--- config.mk ---
export PLATFORM = sky130hd
export DESIGN_NAME = coin_mix_hill_climber
export DESIGN_NICKNAME = d
export VERILOG_FILES = /design/src/design/cmhc_pkg.sv /design/src/design/cmhc_div.sv /design/src/design/cmhc_dp.sv /design/src/design/cmhc_ctrl.sv /design/src/design/coin_mix_hill_climber.sv
export VERILOG_INCLUDE_DIRS = /design/src /design/src/design
export SDC_FILE = /design/constraint.sdc
export NUM_CORES = 2
export LEC_CHECK = 0
export ABC_CLOCK_PERIOD_IN_PS = 13160
export BUFFER_PORTS_ARGS = -buffer_cell sky130_fd_sc_hd__buf_2
export CORE_MARGIN = 3
export CORE_UTILIZATION = 59
export DETAILED_ROUTE_END_ITERATION = 10
export PLACE_DENSITY_LB_ADDON = 0.1
export REMOVE_ABC_BUFFERS = 1
export SLEW_MARGIN = 20
export SYNTH_ARGS = -nofsm -noshare
export SYNTH_HDL_FRONTEND = slang
export SYNTH_SLANG_ARGS = --single-unit
--- constraint.sdc ---
create_clock -name clk -period 13.16 [get_ports clk]
set_clock_uncertainty 0.2 [all_clocks]
set_input_delay 1.316 -clock clk [delete_from_list [all_inputs] [get_ports clk]]
set_output_delay 1.316 -clock clk [all_outputs]
set_load 0.1 [all_outputs]
--- src/design/assert_macros.svh ---
// assertion macros shared by the coin mix hill climber modules
// no dependencies; included by files that check their own logic
`ifndef ASSERT_MACROS_SVH
`define ASSERT_MACROS_SVH

// same-cycle implication, disabled while reset is asserted
`define CMHC_ASSERT_NOW(label, clk, rst_n, ante, cons, msg) \
	label: assert property (@(posedge clk) disable iff (!rst_n) (ante) |-> (cons)) \
		else $error(msg);

// next-cycle implication, disabled while reset is asserted
`define CMHC_ASSERT_NEXT(label, clk, rst_n, ante, cons, msg) \
	label: assert property (@(posedge clk) disable iff (!rst_n) (ante) |=> (cons)) \
		else $error(msg);

`endif

--- src/design/cmhc_pkg.sv ---
// shared constants, command/status structs and cost function
// for the coin mix hill climber; no dependencies
`timescale 1ns / 1ps

package cmhc_pkg;

	localparam int MAX_TYPES  = 16;
	localparam int IDX_W      = 4;
	localparam int PTR_W      = 5;
	localparam int COUNT_BITS = 16;
	localparam int VAL_W      = 16;
	localparam int SUM_W      = 36;
	localparam int TOT_W      = 21;
	localparam int COST_W     = 32;
	localparam int TGT_W      = 24;
	localparam int NT_W       = 5;
	localparam int OP_W       = 3;
	localparam int CFG_IDX_W  = 1;
	localparam int CFG_DATA_W = 24;
	localparam int QUOT_W     = 17;
	localparam int PROD_W     = 32;
	localparam int DIV_CNT_W  = 5;
	localparam int COST_EXT_W = SUM_W + 5;

	localparam logic [COST_EXT_W-1:0] COST_BASE = COST_EXT_W'(10000);

	localparam logic [CFG_IDX_W-1:0] CFG_TARGET    = 1'b0;
	localparam logic [CFG_IDX_W-1:0] CFG_NUM_TYPES = 1'b1;

	typedef enum logic [OP_W-1:0] {
		OP_LOAD = 3'd0,
		OP_INC  = 3'd1,
		OP_DEC  = 3'd2,
		OP_SWAP = 3'd3,
		OP_READ = 3'd4
	} op_t;

	typedef struct packed {
		logic capture;
		logic load_wr;
		logic copy;
		logic nb_inc;
		logic nb_dec;
		logic swap_rd;
		logic swap_wa;
		logic swap_wb;
		logic sum_step;
		logic rep_init;
		logic rep_skip;
		logic div_start;
		logic rep_apply;
		logic cost_calc;
		logic decide;
		logic recompute;
		logic emit;
		logic emit_read;
	} dp_cmd_t;

	typedef struct packed {
		logic sum_done;
		logic rep_more;
		logic nbj_zero;
		logic val_zero;
		logic div_done;
		logic out_free;
		logic rd_last;
	} dp_stat_t;

	// exact match costs the coin total, else a 10000 penalty plus the total plus ten times the miss
	function automatic logic [COST_W-1:0] cost_of(input logic [SUM_W-1:0] sum,
			input logic [TOT_W-1:0] tot, input logic [TGT_W-1:0] tgt);
		logic [SUM_W-1:0]      t;
		logic [SUM_W-1:0]      d;
		logic [COST_EXT_W-1:0] c;
		t = SUM_W'(tgt);
		if (sum == t) begin
			c = COST_EXT_W'(tot);
		end else begin
			d = (sum > t) ? (sum - t) : (t - sum);
			c = COST_BASE + COST_EXT_W'(tot) + (COST_EXT_W'(d) << 3) + (COST_EXT_W'(d) << 1);
		end
		if (c[COST_EXT_W-1:COST_W] != '0) begin
			return '1;
		end
		return c[COST_W-1:0];
	endfunction

endpackage

--- src/design/cmhc_div.sv ---
// bit-serial restoring divider, one quotient bit per cycle
// uses cmhc_pkg and assert_macros.svh
`timescale 1ns / 1ps
`include "assert_macros.svh"

module cmhc_div (
	input  logic                           clk,
	input  logic                           arst_n,
	input  logic                           start,
	input  logic [cmhc_pkg::SUM_W-1:0]     dividend,
	input  logic [cmhc_pkg::VAL_W-1:0]     divisor,
	output logic                           done,
	output logic [cmhc_pkg::QUOT_W-1:0]    quot,
	output logic                           over
);

	logic                              run_q;
	logic                              done_q;
	logic [cmhc_pkg::DIV_CNT_W-1:0]    cnt_q;
	logic [cmhc_pkg::VAL_W-1:0]        rem_q;
	logic [cmhc_pkg::VAL_W-1:0]        dsr_q;
	logic [cmhc_pkg::QUOT_W-1:0]       dvd_q;
	logic [cmhc_pkg::QUOT_W-1:0]       quot_q;
	logic                              over_q;
	logic [cmhc_pkg::VAL_W:0]          r2;
	logic [cmhc_pkg::VAL_W:0]          r_sub;
	logic                              ge;

	assign r2    = {rem_q, dvd_q[cmhc_pkg::QUOT_W-1]};
	assign ge    = r2 >= {1'b0, dsr_q};
	assign r_sub = r2 - {1'b0, dsr_q};

	always_ff @(posedge clk or negedge arst_n) begin
		if (!arst_n) begin
			run_q  <= 1'b0;
			done_q <= 1'b0;
			cnt_q  <= '0;
		end else if (start) begin
			run_q  <= 1'b1;
			done_q <= 1'b0;
			cnt_q  <= cmhc_pkg::DIV_CNT_W'(cmhc_pkg::QUOT_W);
		end else if (run_q) begin
			cnt_q <= cnt_q - cmhc_pkg::DIV_CNT_W'(1);
			if (cnt_q == cmhc_pkg::DIV_CNT_W'(1)) begin
				run_q  <= 1'b0;
				done_q <= 1'b1;
			end
		end else begin
			done_q <= 1'b0;
		end
	end

	always_ff @(posedge clk) begin
		if (start) begin
			// quotient that does not fit is flagged and capped later
			over_q <= dividend[cmhc_pkg::SUM_W-1:cmhc_pkg::QUOT_W] >=
				(cmhc_pkg::SUM_W - cmhc_pkg::QUOT_W)'(divisor);
			rem_q  <= dividend[cmhc_pkg::QUOT_W+cmhc_pkg::VAL_W-1:cmhc_pkg::QUOT_W];
			dvd_q  <= dividend[cmhc_pkg::QUOT_W-1:0];
			dsr_q  <= divisor;
		end else if (run_q) begin
			rem_q  <= ge ? r_sub[cmhc_pkg::VAL_W-1:0] : r2[cmhc_pkg::VAL_W-1:0];
			quot_q <= {quot_q[cmhc_pkg::QUOT_W-2:0], ge};
			dvd_q  <= dvd_q << 1;
		end
	end

	assign done = done_q;
	assign quot = quot_q;
	assign over = over_q;

	`CMHC_ASSERT_NOW(a_no_restart, clk, arst_n, start, !run_q, "divider restarted while busy")
	`CMHC_ASSERT_NEXT(a_done_pulse, clk, arst_n, done_q, !done_q, "divider done held over")

endmodule

--- src/design/cmhc_dp.sv ---
// datapath: coin tables, neighbor counts, sum and cost, result register
// uses cmhc_pkg, cmhc_div and assert_macros.svh
`timescale 1ns / 1ps
`include "assert_macros.svh"

module cmhc_dp (
	input  logic                                clk,
	input  logic                                arst_n,
	input  logic                                cfg_write_en,
	input  logic [cmhc_pkg::CFG_IDX_W-1:0]      cfg_index,
	input  logic [cmhc_pkg::CFG_DATA_W-1:0]     cfg_data,
	input  logic [cmhc_pkg::IDX_W-1:0]          index_a,
	input  logic [cmhc_pkg::IDX_W-1:0]          index_b,
	input  logic [cmhc_pkg::VAL_W-1:0]          coin_value,
	input  logic [cmhc_pkg::COUNT_BITS-1:0]     start_count,
	input  cmhc_pkg::dp_cmd_t                   cmd,
	output cmhc_pkg::dp_stat_t                  stat,
	input  logic                                result_ready,
	output logic                                result_valid,
	output logic                                accepted,
	output logic [cmhc_pkg::COST_W-1:0]         best_cost,
	output logic [cmhc_pkg::IDX_W-1:0]          out_index,
	output logic [cmhc_pkg::COUNT_BITS-1:0]     out_count,
	output logic                                last
);

	logic [cmhc_pkg::TGT_W-1:0]       target_q;
	logic [cmhc_pkg::NT_W-1:0]        num_types_q;
	logic [cmhc_pkg::VAL_W-1:0]       values_q [cmhc_pkg::MAX_TYPES];
	logic [cmhc_pkg::COUNT_BITS-1:0]  counts_q [cmhc_pkg::MAX_TYPES];
	logic [cmhc_pkg::COUNT_BITS-1:0]  nb_q     [cmhc_pkg::MAX_TYPES];
	logic [cmhc_pkg::COST_W-1:0]      best_q;
	logic [cmhc_pkg::COST_W-1:0]      cost_q;
	logic [cmhc_pkg::SUM_W-1:0]       sum_q;
	logic [cmhc_pkg::TOT_W-1:0]       tot_q;
	logic [cmhc_pkg::IDX_W-1:0]       a_q;
	logic [cmhc_pkg::IDX_W-1:0]       b_q;
	logic [cmhc_pkg::VAL_W-1:0]       val_in_q;
	logic [cmhc_pkg::COUNT_BITS-1:0]  cnt_in_q;
	logic [cmhc_pkg::COUNT_BITS-1:0]  tmp_q;
	logic [cmhc_pkg::PTR_W-1:0]       ptr_q;
	logic                             acc_q;
	logic                             res_valid_q;
	logic                             res_acc_q;
	logic [cmhc_pkg::COST_W-1:0]      res_best_q;
	logic [cmhc_pkg::IDX_W-1:0]       res_idx_q;
	logic [cmhc_pkg::COUNT_BITS-1:0]  res_cnt_q;
	logic                             res_last_q;

	logic [cmhc_pkg::PTR_W-1:0]       n_use;
	logic [cmhc_pkg::PTR_W-1:0]       n_rd;
	logic [cmhc_pkg::PTR_W-1:0]       ptr_m1;
	logic [cmhc_pkg::IDX_W-1:0]       j_idx;
	logic [cmhc_pkg::IDX_W-1:0]       p_idx;
	logic [cmhc_pkg::COUNT_BITS-1:0]  nb_j;
	logic [cmhc_pkg::VAL_W-1:0]       val_j;
	logic                             a_in;
	logic                             b_in;
	logic                             sum_gt;
	logic [cmhc_pkg::SUM_W-1:0]       excess;
	logic [cmhc_pkg::SUM_W-1:0]       div_dividend;
	logic                             div_done;
	logic [cmhc_pkg::QUOT_W-1:0]      div_quot;
	logic                             div_over;
	logic [cmhc_pkg::QUOT_W:0]        q1;
	logic [cmhc_pkg::COUNT_BITS-1:0]  k;
	logic [cmhc_pkg::PROD_W-1:0]      rep_prod;
	logic [cmhc_pkg::PROD_W-1:0]      sum_prod;
	logic                             nb_we;
	logic [cmhc_pkg::IDX_W-1:0]       nb_wi;
	logic [cmhc_pkg::COUNT_BITS-1:0]  nb_wd;
	logic                             rd_last;

	assign n_use  = (num_types_q > cmhc_pkg::PTR_W'(cmhc_pkg::MAX_TYPES)) ?
		cmhc_pkg::PTR_W'(cmhc_pkg::MAX_TYPES) : num_types_q;
	assign n_rd   = (n_use == '0) ? cmhc_pkg::PTR_W'(1) : n_use;
	assign ptr_m1 = ptr_q - cmhc_pkg::PTR_W'(1);
	assign j_idx  = ptr_m1[cmhc_pkg::IDX_W-1:0];
	assign p_idx  = ptr_q[cmhc_pkg::IDX_W-1:0];
	assign nb_j   = nb_q[j_idx];
	assign val_j  = values_q[j_idx];
	assign a_in   = {1'b0, a_q} < n_use;
	assign b_in   = {1'b0, b_q} < n_use;
	assign sum_gt = sum_q > cmhc_pkg::SUM_W'(target_q);
	assign excess = sum_q - cmhc_pkg::SUM_W'(target_q);
	// ceil(ex / v) is floor((ex - 1) / v) + 1 since ex is at least one here
	assign div_dividend = excess - cmhc_pkg::SUM_W'(1);
	assign rd_last = (ptr_q + cmhc_pkg::PTR_W'(1)) == n_rd;

	cmhc_div u_div (
		.clk      (clk),
		.arst_n   (arst_n),
		.start    (cmd.div_start),
		.dividend (div_dividend),
		.divisor  (val_j),
		.done     (div_done),
		.quot     (div_quot),
		.over     (div_over)
	);

	// coins taken from the current type, capped at what it holds
	always_comb begin
		q1 = {1'b0, div_quot} + (cmhc_pkg::QUOT_W + 1)'(1);
		if (val_j == '0 || div_over || q1 > (cmhc_pkg::QUOT_W + 1)'(nb_j)) begin
			k = nb_j;
		end else begin
			k = q1[cmhc_pkg::COUNT_BITS-1:0];
		end
	end

	assign rep_prod = cmhc_pkg::PROD_W'(k) * cmhc_pkg::PROD_W'(val_j);
	assign sum_prod = cmhc_pkg::PROD_W'(nb_q[p_idx]) * cmhc_pkg::PROD_W'(values_q[p_idx]);

	always_comb begin
		nb_we = 1'b0;
		nb_wi = a_q;
		nb_wd = nb_q[a_q];
		if (cmd.nb_inc && a_in && nb_q[a_q] != '1) begin
			nb_we = 1'b1;
			nb_wd = nb_q[a_q] + cmhc_pkg::COUNT_BITS'(1);
		end else if (cmd.nb_dec && a_in && nb_q[a_q] != '0) begin
			nb_we = 1'b1;
			nb_wd = nb_q[a_q] - cmhc_pkg::COUNT_BITS'(1);
		end else if (cmd.swap_wa && a_in && b_in && a_q != b_q) begin
			nb_we = 1'b1;
			nb_wd = nb_q[b_q];
		end else if (cmd.swap_wb && a_in && b_in && a_q != b_q) begin
			nb_we = 1'b1;
			nb_wi = b_q;
			nb_wd = tmp_q;
		end else if (cmd.rep_apply) begin
			nb_we = 1'b1;
			nb_wi = j_idx;
			nb_wd = nb_j - k;
		end
	end

	always_ff @(posedge clk or negedge arst_n) begin
		if (!arst_n) begin
			target_q    <= '0;
			num_types_q <= cmhc_pkg::NT_W'(1);
			best_q      <= '0;
			res_valid_q <= 1'b0;
			for (int i = 0; i < cmhc_pkg::MAX_TYPES; i++) begin
				values_q[i] <= '0;
				counts_q[i] <= '0;
			end
		end else begin
			if (cfg_write_en) begin
				case (cfg_index)
					cmhc_pkg::CFG_TARGET: begin
						target_q <= cfg_data[cmhc_pkg::TGT_W-1:0];
					end
					cmhc_pkg::CFG_NUM_TYPES: begin
						num_types_q <= cfg_data[cmhc_pkg::NT_W-1:0];
					end
					default: begin
					end
				endcase
			end
			if (cmd.load_wr) begin
				values_q[a_q] <= val_in_q;
				counts_q[a_q] <= cnt_in_q;
			end
			if (cmd.decide) begin
				if (cmd.recompute) begin
					best_q <= cost_q;
				end else if (cost_q < best_q) begin
					best_q <= cost_q;
					for (int i = 0; i < cmhc_pkg::MAX_TYPES; i++) begin
						counts_q[i] <= nb_q[i];
					end
				end
			end
			if (cmd.emit) begin
				res_valid_q <= 1'b1;
			end else if (result_ready) begin
				res_valid_q <= 1'b0;
			end
		end
	end

	always_ff @(posedge clk) begin
		if (cmd.capture) begin
			a_q      <= index_a;
			b_q      <= index_b;
			val_in_q <= coin_value;
			cnt_in_q <= start_count;
			acc_q    <= 1'b0;
			ptr_q    <= '0;
		end
		if (cmd.copy) begin
			for (int i = 0; i < cmhc_pkg::MAX_TYPES; i++) begin
				nb_q[i] <= counts_q[i];
			end
			sum_q <= '0;
			tot_q <= '0;
			ptr_q <= '0;
		end else if (nb_we) begin
			nb_q[nb_wi] <= nb_wd;
		end
		if (cmd.swap_rd) begin
			tmp_q <= nb_q[a_q];
		end
		if (cmd.sum_step) begin
			sum_q <= sum_q + cmhc_pkg::SUM_W'(sum_prod);
			tot_q <= tot_q + cmhc_pkg::TOT_W'(nb_q[p_idx]);
			ptr_q <= ptr_q + cmhc_pkg::PTR_W'(1);
		end
		if (cmd.rep_init) begin
			ptr_q <= n_use;
		end
		if (cmd.rep_skip) begin
			ptr_q <= ptr_m1;
		end
		if (cmd.rep_apply) begin
			sum_q <= sum_q - cmhc_pkg::SUM_W'(rep_prod);
			tot_q <= tot_q - cmhc_pkg::TOT_W'(k);
			ptr_q <= ptr_m1;
		end
		if (cmd.cost_calc) begin
			cost_q <= cmhc_pkg::cost_of(sum_q, tot_q, target_q);
		end
		if (cmd.decide && !cmd.recompute && cost_q < best_q) begin
			acc_q <= 1'b1;
		end
		if (cmd.emit) begin
			res_best_q <= best_q;
			if (cmd.emit_read) begin
				res_acc_q  <= 1'b0;
				res_idx_q  <= p_idx;
				res_cnt_q  <= counts_q[p_idx];
				res_last_q <= rd_last;
				ptr_q      <= ptr_q + cmhc_pkg::PTR_W'(1);
			end else begin
				res_acc_q  <= acc_q;
				res_idx_q  <= '0;
				res_cnt_q  <= '0;
				res_last_q <= 1'b1;
			end
		end
	end

	assign stat.sum_done = ptr_q == n_use;
	assign stat.rep_more = (ptr_q != '0) && sum_gt;
	assign stat.nbj_zero = nb_j == '0;
	assign stat.val_zero = val_j == '0;
	assign stat.div_done = div_done;
	assign stat.out_free = !res_valid_q || result_ready;
	assign stat.rd_last  = rd_last;

	assign result_valid = res_valid_q;
	assign accepted     = res_acc_q;
	assign best_cost    = res_best_q;
	assign out_index    = res_idx_q;
	assign out_count    = res_cnt_q;
	assign last         = res_last_q;

	`CMHC_ASSERT_NOW(a_div_nonzero, clk, arst_n, cmd.div_start, val_j != '0, "divide by zero coin value")

endmodule

--- src/design/cmhc_ctrl.sv ---
// controller state machine sequencing load, move, repair, cost and readout
// uses cmhc_pkg and assert_macros.svh
`timescale 1ns / 1ps
`include "assert_macros.svh"

module cmhc_ctrl (
	input  logic                          clk,
	input  logic                          arst_n,
	input  logic                          cfg_write_en,
	input  logic                          item_valid,
	input  logic [cmhc_pkg::OP_W-1:0]     operation,
	output logic                          item_ready,
	input  cmhc_pkg::dp_stat_t            stat,
	output cmhc_pkg::dp_cmd_t             cmd
);

	typedef enum logic [3:0] {
		S_IDLE,
		S_LOAD,
		S_COPY,
		S_SW1,
		S_SW2,
		S_SW3,
		S_APPLY,
		S_SUM,
		S_REP_INIT,
		S_REP_CHK,
		S_REP_DIV,
		S_COST,
		S_DECIDE,
		S_EMIT,
		S_READ
	} state_t;

	typedef enum logic [1:0] {
		K_CFG,
		K_LOAD,
		K_MOVE
	} kind_t;

	state_t                       state_q;
	kind_t                        kind_q;
	logic [cmhc_pkg::OP_W-1:0]    op_q;

	assign item_ready = (state_q == S_IDLE) && !cfg_write_en;

	always_comb begin
		cmd = '0;
		case (state_q)
			S_IDLE:     cmd.capture  = item_valid && item_ready;
			S_LOAD:     cmd.load_wr  = 1'b1;
			S_COPY:     cmd.copy     = 1'b1;
			S_SW1:      cmd.swap_rd  = 1'b1;
			S_SW2:      cmd.swap_wa  = 1'b1;
			S_SW3:      cmd.swap_wb  = 1'b1;
			S_APPLY: begin
				cmd.nb_inc = op_q == cmhc_pkg::OP_INC;
				cmd.nb_dec = op_q == cmhc_pkg::OP_DEC;
			end
			S_SUM:      cmd.sum_step = !stat.sum_done;
			S_REP_INIT: cmd.rep_init = 1'b1;
			S_REP_CHK: begin
				if (stat.rep_more) begin
					if (stat.nbj_zero) begin
						cmd.rep_skip = 1'b1;
					end else if (stat.val_zero) begin
						cmd.rep_apply = 1'b1;
					end else begin
						cmd.div_start = 1'b1;
					end
				end
			end
			S_REP_DIV:  cmd.rep_apply = stat.div_done;
			S_COST:     cmd.cost_calc = 1'b1;
			S_DECIDE: begin
				cmd.decide    = 1'b1;
				cmd.recompute = kind_q != K_MOVE;
			end
			S_EMIT:     cmd.emit = stat.out_free;
			S_READ: begin
				cmd.emit      = stat.out_free;
				cmd.emit_read = stat.out_free;
			end
			default: begin
			end
		endcase
	end

	always_ff @(posedge clk or negedge arst_n) begin
		if (!arst_n) begin
			state_q <= S_IDLE;
			kind_q  <= K_CFG;
			op_q    <= '0;
		end else if (cfg_write_en) begin
			// new register value: rebuild sum and cost from the counts
			state_q <= S_COPY;
			kind_q  <= K_CFG;
		end else begin
			case (state_q)
				S_IDLE: begin
					if (item_valid) begin
						op_q <= operation;
						case (operation)
							cmhc_pkg::OP_LOAD: begin
								state_q <= S_LOAD;
								kind_q  <= K_LOAD;
							end
							cmhc_pkg::OP_INC, cmhc_pkg::OP_DEC, cmhc_pkg::OP_SWAP: begin
								state_q <= S_COPY;
								kind_q  <= K_MOVE;
							end
							cmhc_pkg::OP_READ: state_q <= S_READ;
							default:           state_q <= S_EMIT;
						endcase
					end
				end
				S_LOAD: state_q <= S_COPY;
				S_COPY: begin
					if (kind_q != K_MOVE) begin
						state_q <= S_SUM;
					end else if (op_q == cmhc_pkg::OP_SWAP) begin
						state_q <= S_SW1;
					end else begin
						state_q <= S_APPLY;
					end
				end
				S_SW1:   state_q <= S_SW2;
				S_SW2:   state_q <= S_SW3;
				S_SW3:   state_q <= S_SUM;
				S_APPLY: state_q <= S_SUM;
				S_SUM: begin
					if (stat.sum_done) begin
						state_q <= (kind_q == K_MOVE) ? S_REP_INIT : S_COST;
					end
				end
				S_REP_INIT: state_q <= S_REP_CHK;
				S_REP_CHK: begin
					if (!stat.rep_more) begin
						state_q <= S_COST;
					end else if (!stat.nbj_zero && !stat.val_zero) begin
						state_q <= S_REP_DIV;
					end
				end
				S_REP_DIV: begin
					if (stat.div_done) begin
						state_q <= S_REP_CHK;
					end
				end
				S_COST:   state_q <= S_DECIDE;
				S_DECIDE: state_q <= (kind_q == K_CFG) ? S_IDLE : S_EMIT;
				S_EMIT: begin
					if (stat.out_free) begin
						state_q <= S_IDLE;
					end
				end
				S_READ: begin
					if (stat.out_free && stat.rd_last) begin
						state_q <= S_IDLE;
					end
				end
				default: state_q <= S_IDLE;
			endcase
		end
	end

	`CMHC_ASSERT_NEXT(a_busy_after_take, clk, arst_n, item_valid && item_ready, !item_ready, "took a second transaction while busy")
	`CMHC_ASSERT_NOW(a_repair_needed, clk, arst_n, cmd.rep_apply, stat.rep_more, "repair applied with sum at or below target")

endmodule

--- src/design/coin_mix_hill_climber.sv ---
// coin mix hill climber: one item at a time; a load rebuilds sum and cost and shows its result,
// a move also repairs, trimming coin types from the highest down (bit-serial divider);
// a readout gives one transaction per type in use (at least one), one per cycle when taken
// a register write rebuilds sum and cost with item_ready low
// asynchronous active-low reset clears counts, values, best cost and target, sets type count to one
`timescale 1ns / 1ps

module coin_mix_hill_climber (
	input  logic                                clk,
	input  logic                                arst_n,
	input  logic                                cfg_write_en,
	input  logic [cmhc_pkg::CFG_IDX_W-1:0]      cfg_index,
	input  logic [cmhc_pkg::CFG_DATA_W-1:0]     cfg_data,
	input  logic                                item_valid,
	output logic                                item_ready,
	input  logic [cmhc_pkg::OP_W-1:0]           operation,
	input  logic [cmhc_pkg::IDX_W-1:0]          index_a,
	input  logic [cmhc_pkg::IDX_W-1:0]          index_b,
	input  logic [cmhc_pkg::VAL_W-1:0]          coin_value,
	input  logic [cmhc_pkg::COUNT_BITS-1:0]     start_count,
	output logic                                result_valid,
	input  logic                                result_ready,
	output logic                                accepted,
	output logic [cmhc_pkg::COST_W-1:0]         best_cost,
	output logic [cmhc_pkg::IDX_W-1:0]          out_index,
	output logic [cmhc_pkg::COUNT_BITS-1:0]     out_count,
	output logic                                last
);

	cmhc_pkg::dp_cmd_t  cmd;
	cmhc_pkg::dp_stat_t stat;

	cmhc_ctrl u_ctrl (
		.clk          (clk),
		.arst_n       (arst_n),
		.cfg_write_en (cfg_write_en),
		.item_valid   (item_valid),
		.operation    (operation),
		.item_ready   (item_ready),
		.stat         (stat),
		.cmd          (cmd)
	);

	cmhc_dp u_dp (
		.clk          (clk),
		.arst_n       (arst_n),
		.cfg_write_en (cfg_write_en),
		.cfg_index    (cfg_index),
		.cfg_data     (cfg_data),
		.index_a      (index_a),
		.index_b      (index_b),
		.coin_value   (coin_value),
		.start_count  (start_count),
		.cmd          (cmd),
		.stat         (stat),
		.result_ready (result_ready),
		.result_valid (result_valid),
		.accepted     (accepted),
		.best_cost    (best_cost),
		.out_index    (out_index),
		.out_count    (out_count),
		.last         (last)
	);

endmodule

==> report_table.html <==
<table>
<tr><th>Metric</th><th>Value</th></tr>
<tr><th colspan="2">Status</th></tr>
<tr><td>Run status</td><td>complete, no violations</td></tr>
<tr><th colspan="2">Detailed routing</th></tr>
<tr><td>Length of the first detailed-routing pass in iterations</td><td>8</td></tr>
<tr><td>Total length of routed wires</td><td>342,100 um</td></tr>
<tr><td>Wire per inst</td><td>roughly 33 um</td></tr>
<tr><td>Detailed-route DRC error count</td><td>0</td></tr>
<tr><td>Post-route ant nets</td><td>0</td></tr>
<tr><td>Number of vias in the routed layout</td><td>just over 70,000</td></tr>
<tr><td>Starting DRT DRC Count</td><td>8,680</td></tr>
<tr><td>Number of vias per cell after detailed routing</td><td>approximately 7</td></tr>
<tr><th colspan="2">CTS</th></tr>
<tr><td>Maximum root-to-sink buffer count</td><td>3</td></tr>
<tr><td>Clock transition at the register clock pins on the worst setup and hold paths after CTS</td><td>roughly 0.060 ns</td></tr>
<tr><td>TritonCTS clock tree</td><td>built</td></tr>
<tr><td>Root buffer selected by CTS</td><td>sky130_fd_sc_hd__clkbuf_16</td></tr>
<tr><td>Total CTS buffers</td><td>134</td></tr>
<tr><td>TritonCTS Sinks</td><td>between 1,000 and 1,500</td></tr>
<tr><td>Insertion delay to the later sink of the worst-skew pair</td><td>0.81 ns</td></tr>
<tr><td>H-Tree Level Count</td><td>4</td></tr>
<tr><td>Post-CTS Setup Bufs</td><td>0</td></tr>
<tr><th colspan="2">Finish</th></tr>
<tr><td>Growth of design area from synthesis to finish</td><td>8.051%</td></tr>
<tr><td>Fraction of final layout cells sized beyond drive strength 1</td><td>0.2616</td></tr>
<tr><td>Layout fillers</td><td>~12,000</td></tr>
<tr><td>Number of nets in the layout</td><td>roughly 9,000</td></tr>
<tr><th colspan="2">Flow run</th></tr>
<tr><td>Max-cap violation count</td><td>0</td></tr>
<tr><th colspan="2">Critical path</th></tr>
<tr><td>Slowest Stage Delay on Critical Path</td><td>between 0.7 and 0.8 ns</td></tr>
<tr><td>Cell at the slowest stage of the critical path</td><td>sky130_fd_sc_hd__ha_4</td></tr>
<tr><td>Data arrival time of the critical path</td><td>around 13 ns</td></tr>
<tr><td>Critical path capture point type</td><td>flip-flop</td></tr>
<tr><td>Cell mode on critical path</td><td>sky130_fd_sc_hd__fa_1</td></tr>
<tr><td>Worst endpoint required time</td><td>about 14 ns</td></tr>
<tr><td>Worst Setup Path Type</td><td>reg -&gt; reg</td></tr>
<tr><td>Largest fanout of any net on the critical path</td><td>32</td></tr>
<tr><td>Crit start category</td><td>flip-flop</td></tr>
<tr><th colspan="2">Logic synthesis</th></tr>
<tr><td>Most frequently used flop master after synthesis</td><td>sky130_fd_sc_hd__dfrtp_1</td></tr>
<tr><td>Number of register bits inferred by synthesis</td><td>~1,100</td></tr>
<tr><td>Sequential-to-total area share from yosys stat</td><td>0.3270</td></tr>
<tr><td>Fraction of registers with async set/reset</td><td>0.5240</td></tr>
<tr><td>Top-count cell post-synth</td><td>sky130_fd_sc_hd__mux2_2</td></tr>
<tr><td>Synth top cells by count</td><td>1,001 x sky130_fd_sc_hd__mux2_2, 832 x sky130_fd_sc_hd__inv_1, 598 x sky130_fd_sc_hd__nand2_1, 589 x sky130_fd_sc_hd__dfrtp_1, 522 x sky130_fd_sc_hd__edfxtp_1</td></tr>
<tr><td>Mean area per synthesized cell</td><td>roughly 11 um2</td></tr>
<tr><td>Number of flops mapped to enable cells by yosys</td><td>522</td></tr>
<tr><td>Gate Count Post-Synth</td><td>slightly above 8,000</td></tr>
<tr><td>Combined area of all synthesized cells</td><td>93,940 um2</td></tr>
<tr><td>Largest area contributor in the synthesized netlist</td><td>sky130_fd_sc_hd__edfxtp_1</td></tr>
<tr><td>Number of distinct library cells after synthesis</td><td>102</td></tr>
<tr><td>Top cells by area in the synthesized netlist</td><td>sky130_fd_sc_hd__edfxtp_1 17%, sky130_fd_sc_hd__dfrtp_1 16%, sky130_fd_sc_hd__mux4_2 12%</td></tr>
<tr><td>YS warnings</td><td>0</td></tr>
<tr><td>Share of the synthesized area in the top cell type</td><td>0.1669</td></tr>
<tr><th colspan="2">STA</th></tr>
<tr><td>Minimum clock period</td><td>around 13 ns</td></tr>
<tr><td>Tcrit/Tclk final</td><td>0.9637</td></tr>
<tr><td>RSZ-0062 raised after global routing</td><td>false</td></tr>
<tr><td>Hold Vio Cnt, Final</td><td>0</td></tr>
<tr><td>Final-report max-slew violation count</td><td>0</td></tr>
<tr><td>Fmax</td><td>roughly 79 MHz</td></tr>
<tr><td>Post-Route Setup TNS</td><td>0 ns</td></tr>
<tr><td>Max-slew headroom at the worst pin</td><td>0.1963</td></tr>
<tr><td>Worst Max-Slew Pin Slew</td><td>around 1.2 ns</td></tr>
<tr><td>Number of setup violations in the final report</td><td>0</td></tr>
<tr><th colspan="2">GRT</th></tr>
<tr><td>Initial antenna violation count</td><td>19</td></tr>
<tr><td>Overall overflow remaining after global route</td><td>0</td></tr>
<tr><td>Number of global-route vias before repair</td><td>71,230</td></tr>
<tr><td>Global-route usage over all layers</td><td>0.4193</td></tr>
<tr><td>Maximum number of pins on one net before global-route repair</td><td>139</td></tr>
<tr><td>Met2 global-route usage</td><td>0.6437</td></tr>
<tr><td>Wire length of the first global-routing pass</td><td>around 500,000 um</td></tr>
<tr><td>GRT Max-Usage Layer</td><td>met2</td></tr>
<tr><td>Met1 global-route usage</td><td>0.5166</td></tr>
<tr><td>Met3 usage in global routing</td><td>0.1180</td></tr>
<tr><th colspan="2">Floorplanning</th></tr>
<tr><td>Initial core utilization</td><td>0.5979</td></tr>
<tr><td>Die span in y</td><td>405.0 um</td></tr>
<tr><td>Standard cell core area</td><td>approximately 160,000 um2</td></tr>
<tr><td>Number of cell rows</td><td>between 100 and 150</td></tr>
<tr><td>Die Span X</td><td>a little over 400 um</td></tr>
<tr><td>Die area</td><td>about 160,000 um2</td></tr>
<tr><td>Number of placed I/O pins</td><td>around 130</td></tr>
<tr><th colspan="2">Place</th></tr>
<tr><td>Number of port buffers</td><td>about 130</td></tr>
<tr><td>Placed wire-length estimate after detailed placement</td><td>between 200,000 and 250,000 um</td></tr>
<tr><td>Weighted congestion reported at the end of routability-driven placement</td><td>a little over 1</td></tr>
<tr><th colspan="2">Hold path</th></tr>
<tr><td>Worst min-delay path category</td><td>reg -&gt; reg</td></tr>
</table>
[cell usage in the layout, fill, tap and decap left out, types with 161 or more instances in the layout]
cell type,n
sky130_fd_sc_hd__ha_1,464
sky130_fd_sc_hd__a21oi_1,257
sky130_fd_sc_hd__mux4_2,510
sky130_fd_sc_hd__o21ai_0,196
sky130_fd_sc_hd__nand2_1,583
sky130_fd_sc_hd__fa_1,480
sky130_fd_sc_hd__inv_1,832
sky130_fd_sc_hd__edfxtp_1,522
sky130_fd_sc_hd__dfrtp_1,589
sky130_fd_sc_hd__mux2_2,1001
sky130_fd_sc_hd__nor2_1,441
sky130_fd_sc_hd__buf_4,161
[flip-flops by register name, summed over array words and instances (netlist names), 16 cells and up, named ones only]
name              count
u_dp.tot_q           21
u_dp.tmp_q           16
u_dp.cnt_in_q        16
u_dp.cost_q          32
u_dp.u_div.dsr_q     16
u_dp.u_div.rem_q     16
u_dp.counts_q       256
u_dp.best_q          32
u_dp.u_div.dvd_q     17
u_dp.values_q       256
u_dp.val_in_q        16
u_dp.out_count       16
u_dp.u_div.quot      17
u_dp.target_q        24
u_dp.nb_q           256
u_dp.sum_q           36
u_dp.best_cost       32
[routing by layer]
| layer | part of all wire | wire length [um] |
|---|---|---|
| met4 | 0.085 | 29090 |
| met2 | 0.45 | 154500 |
| met1 | 0.35 | 121400 |
| met3 | 0.11 | 37040 |
| met5 | 0.00013 | 45 |
[layout make-up]
cell class                 instances  area (um2)  share of cell area
antenna                           10       25.02           0.0002465
clock buffer                     198        3870             0.03813
clock inverter                    49       763.2            0.007519
inverter                         842        3164             0.03117
multi-input combinational       5758       58320              0.5745
sequential                      1126       30750              0.3029
tap                             2058        2575             0.02537
timing repair buffer             299        2041             0.02010
[stage by stage]
step / cells / worst slack (ns) / utilization / hold WS, ns / area, um2
floorplan: 7726 / -15.82 / - / 0.2264 / 91830
global placement: 10080 / 0.6501 / 0.6159 / 0.2367 / 96770
detailed placement: 10080 / 0.4324 / 0.6161 / 0.2558 / 96800
CTS: 10330 / 0.3791 / 0.6456 / 0.2675 / 101400
global route: 10330 / 0.001405 / 0.6460 / 0.2774 / 101500
finish: 10340 / 0.4773 / 0.6461 / 0.2643 / 101500
[final timing paths]
path / startpoint / cells past startpoint / slack [ns] / end
max: u_dp.ptr_q[0] / 41 / 0.48 / u_dp.sum_q[33]
min: u_dp.u_div.quot[7] / 0 / 0.26 / u_dp.u_div.quot[8]
max reg2reg: u_dp.ptr_q[0] / 41 / 0.48 / u_dp.sum_q[33]
min reg2reg: u_dp.u_div.quot[7] / 0 / 0.26 / u_dp.u_div.quot[8]
max in group asynchronous: arst_n / 3 / 10.16 / u_dp.counts_q[121]
min in group asynchronous: arst_n / 1 / 0.35 / u_dp.best_q[24]
[worst max-delay path, delay by kind of cell (launching register included)]
kind / cells / cell delay [ns]
adders and majority gates: 9 / 4.20
AOI/OAI and AO/OA: 14 / 3.94
buffers and inverters: 9 / 1.83
and+or+nand+nor: 7 / 1.26
DFF: 1 / 0.49
muxes: 1 / 0.31
xor gates and xnor gates: 1 / 0.15
[kinds of logic (layout without fill, tap and decap cells)]
logic type                 after synthesis  in the layout  share of synthesized area
and+or+nand+nor                       1793           1793                    0.09146
muxes                                 1661           1661                     0.2599
buffers and inverters                 1340           1388                    0.05611
DFF                                   1126           1126                     0.3270
AOI/OAI and AO/OA                     1087           1087                    0.07577
adders and majority gates              945            945                     0.1642
xor gates and xnor gates               272            272                    0.02556
other                                    0             10                          0
[what timing repair did]
| item | in CTS | in global routing |
|---|---|---|
| gates resized for setup | 0 | 4 |
| hold buffers | 0 | 0 |
| endpoints found under the setup margin | 0 | 5 |
| endpoints found under the hold margin | 0 | 0 |
Power is not shown: default switching activity piles up to over one toggle a cycle in this logic, so the estimate is an artifact.
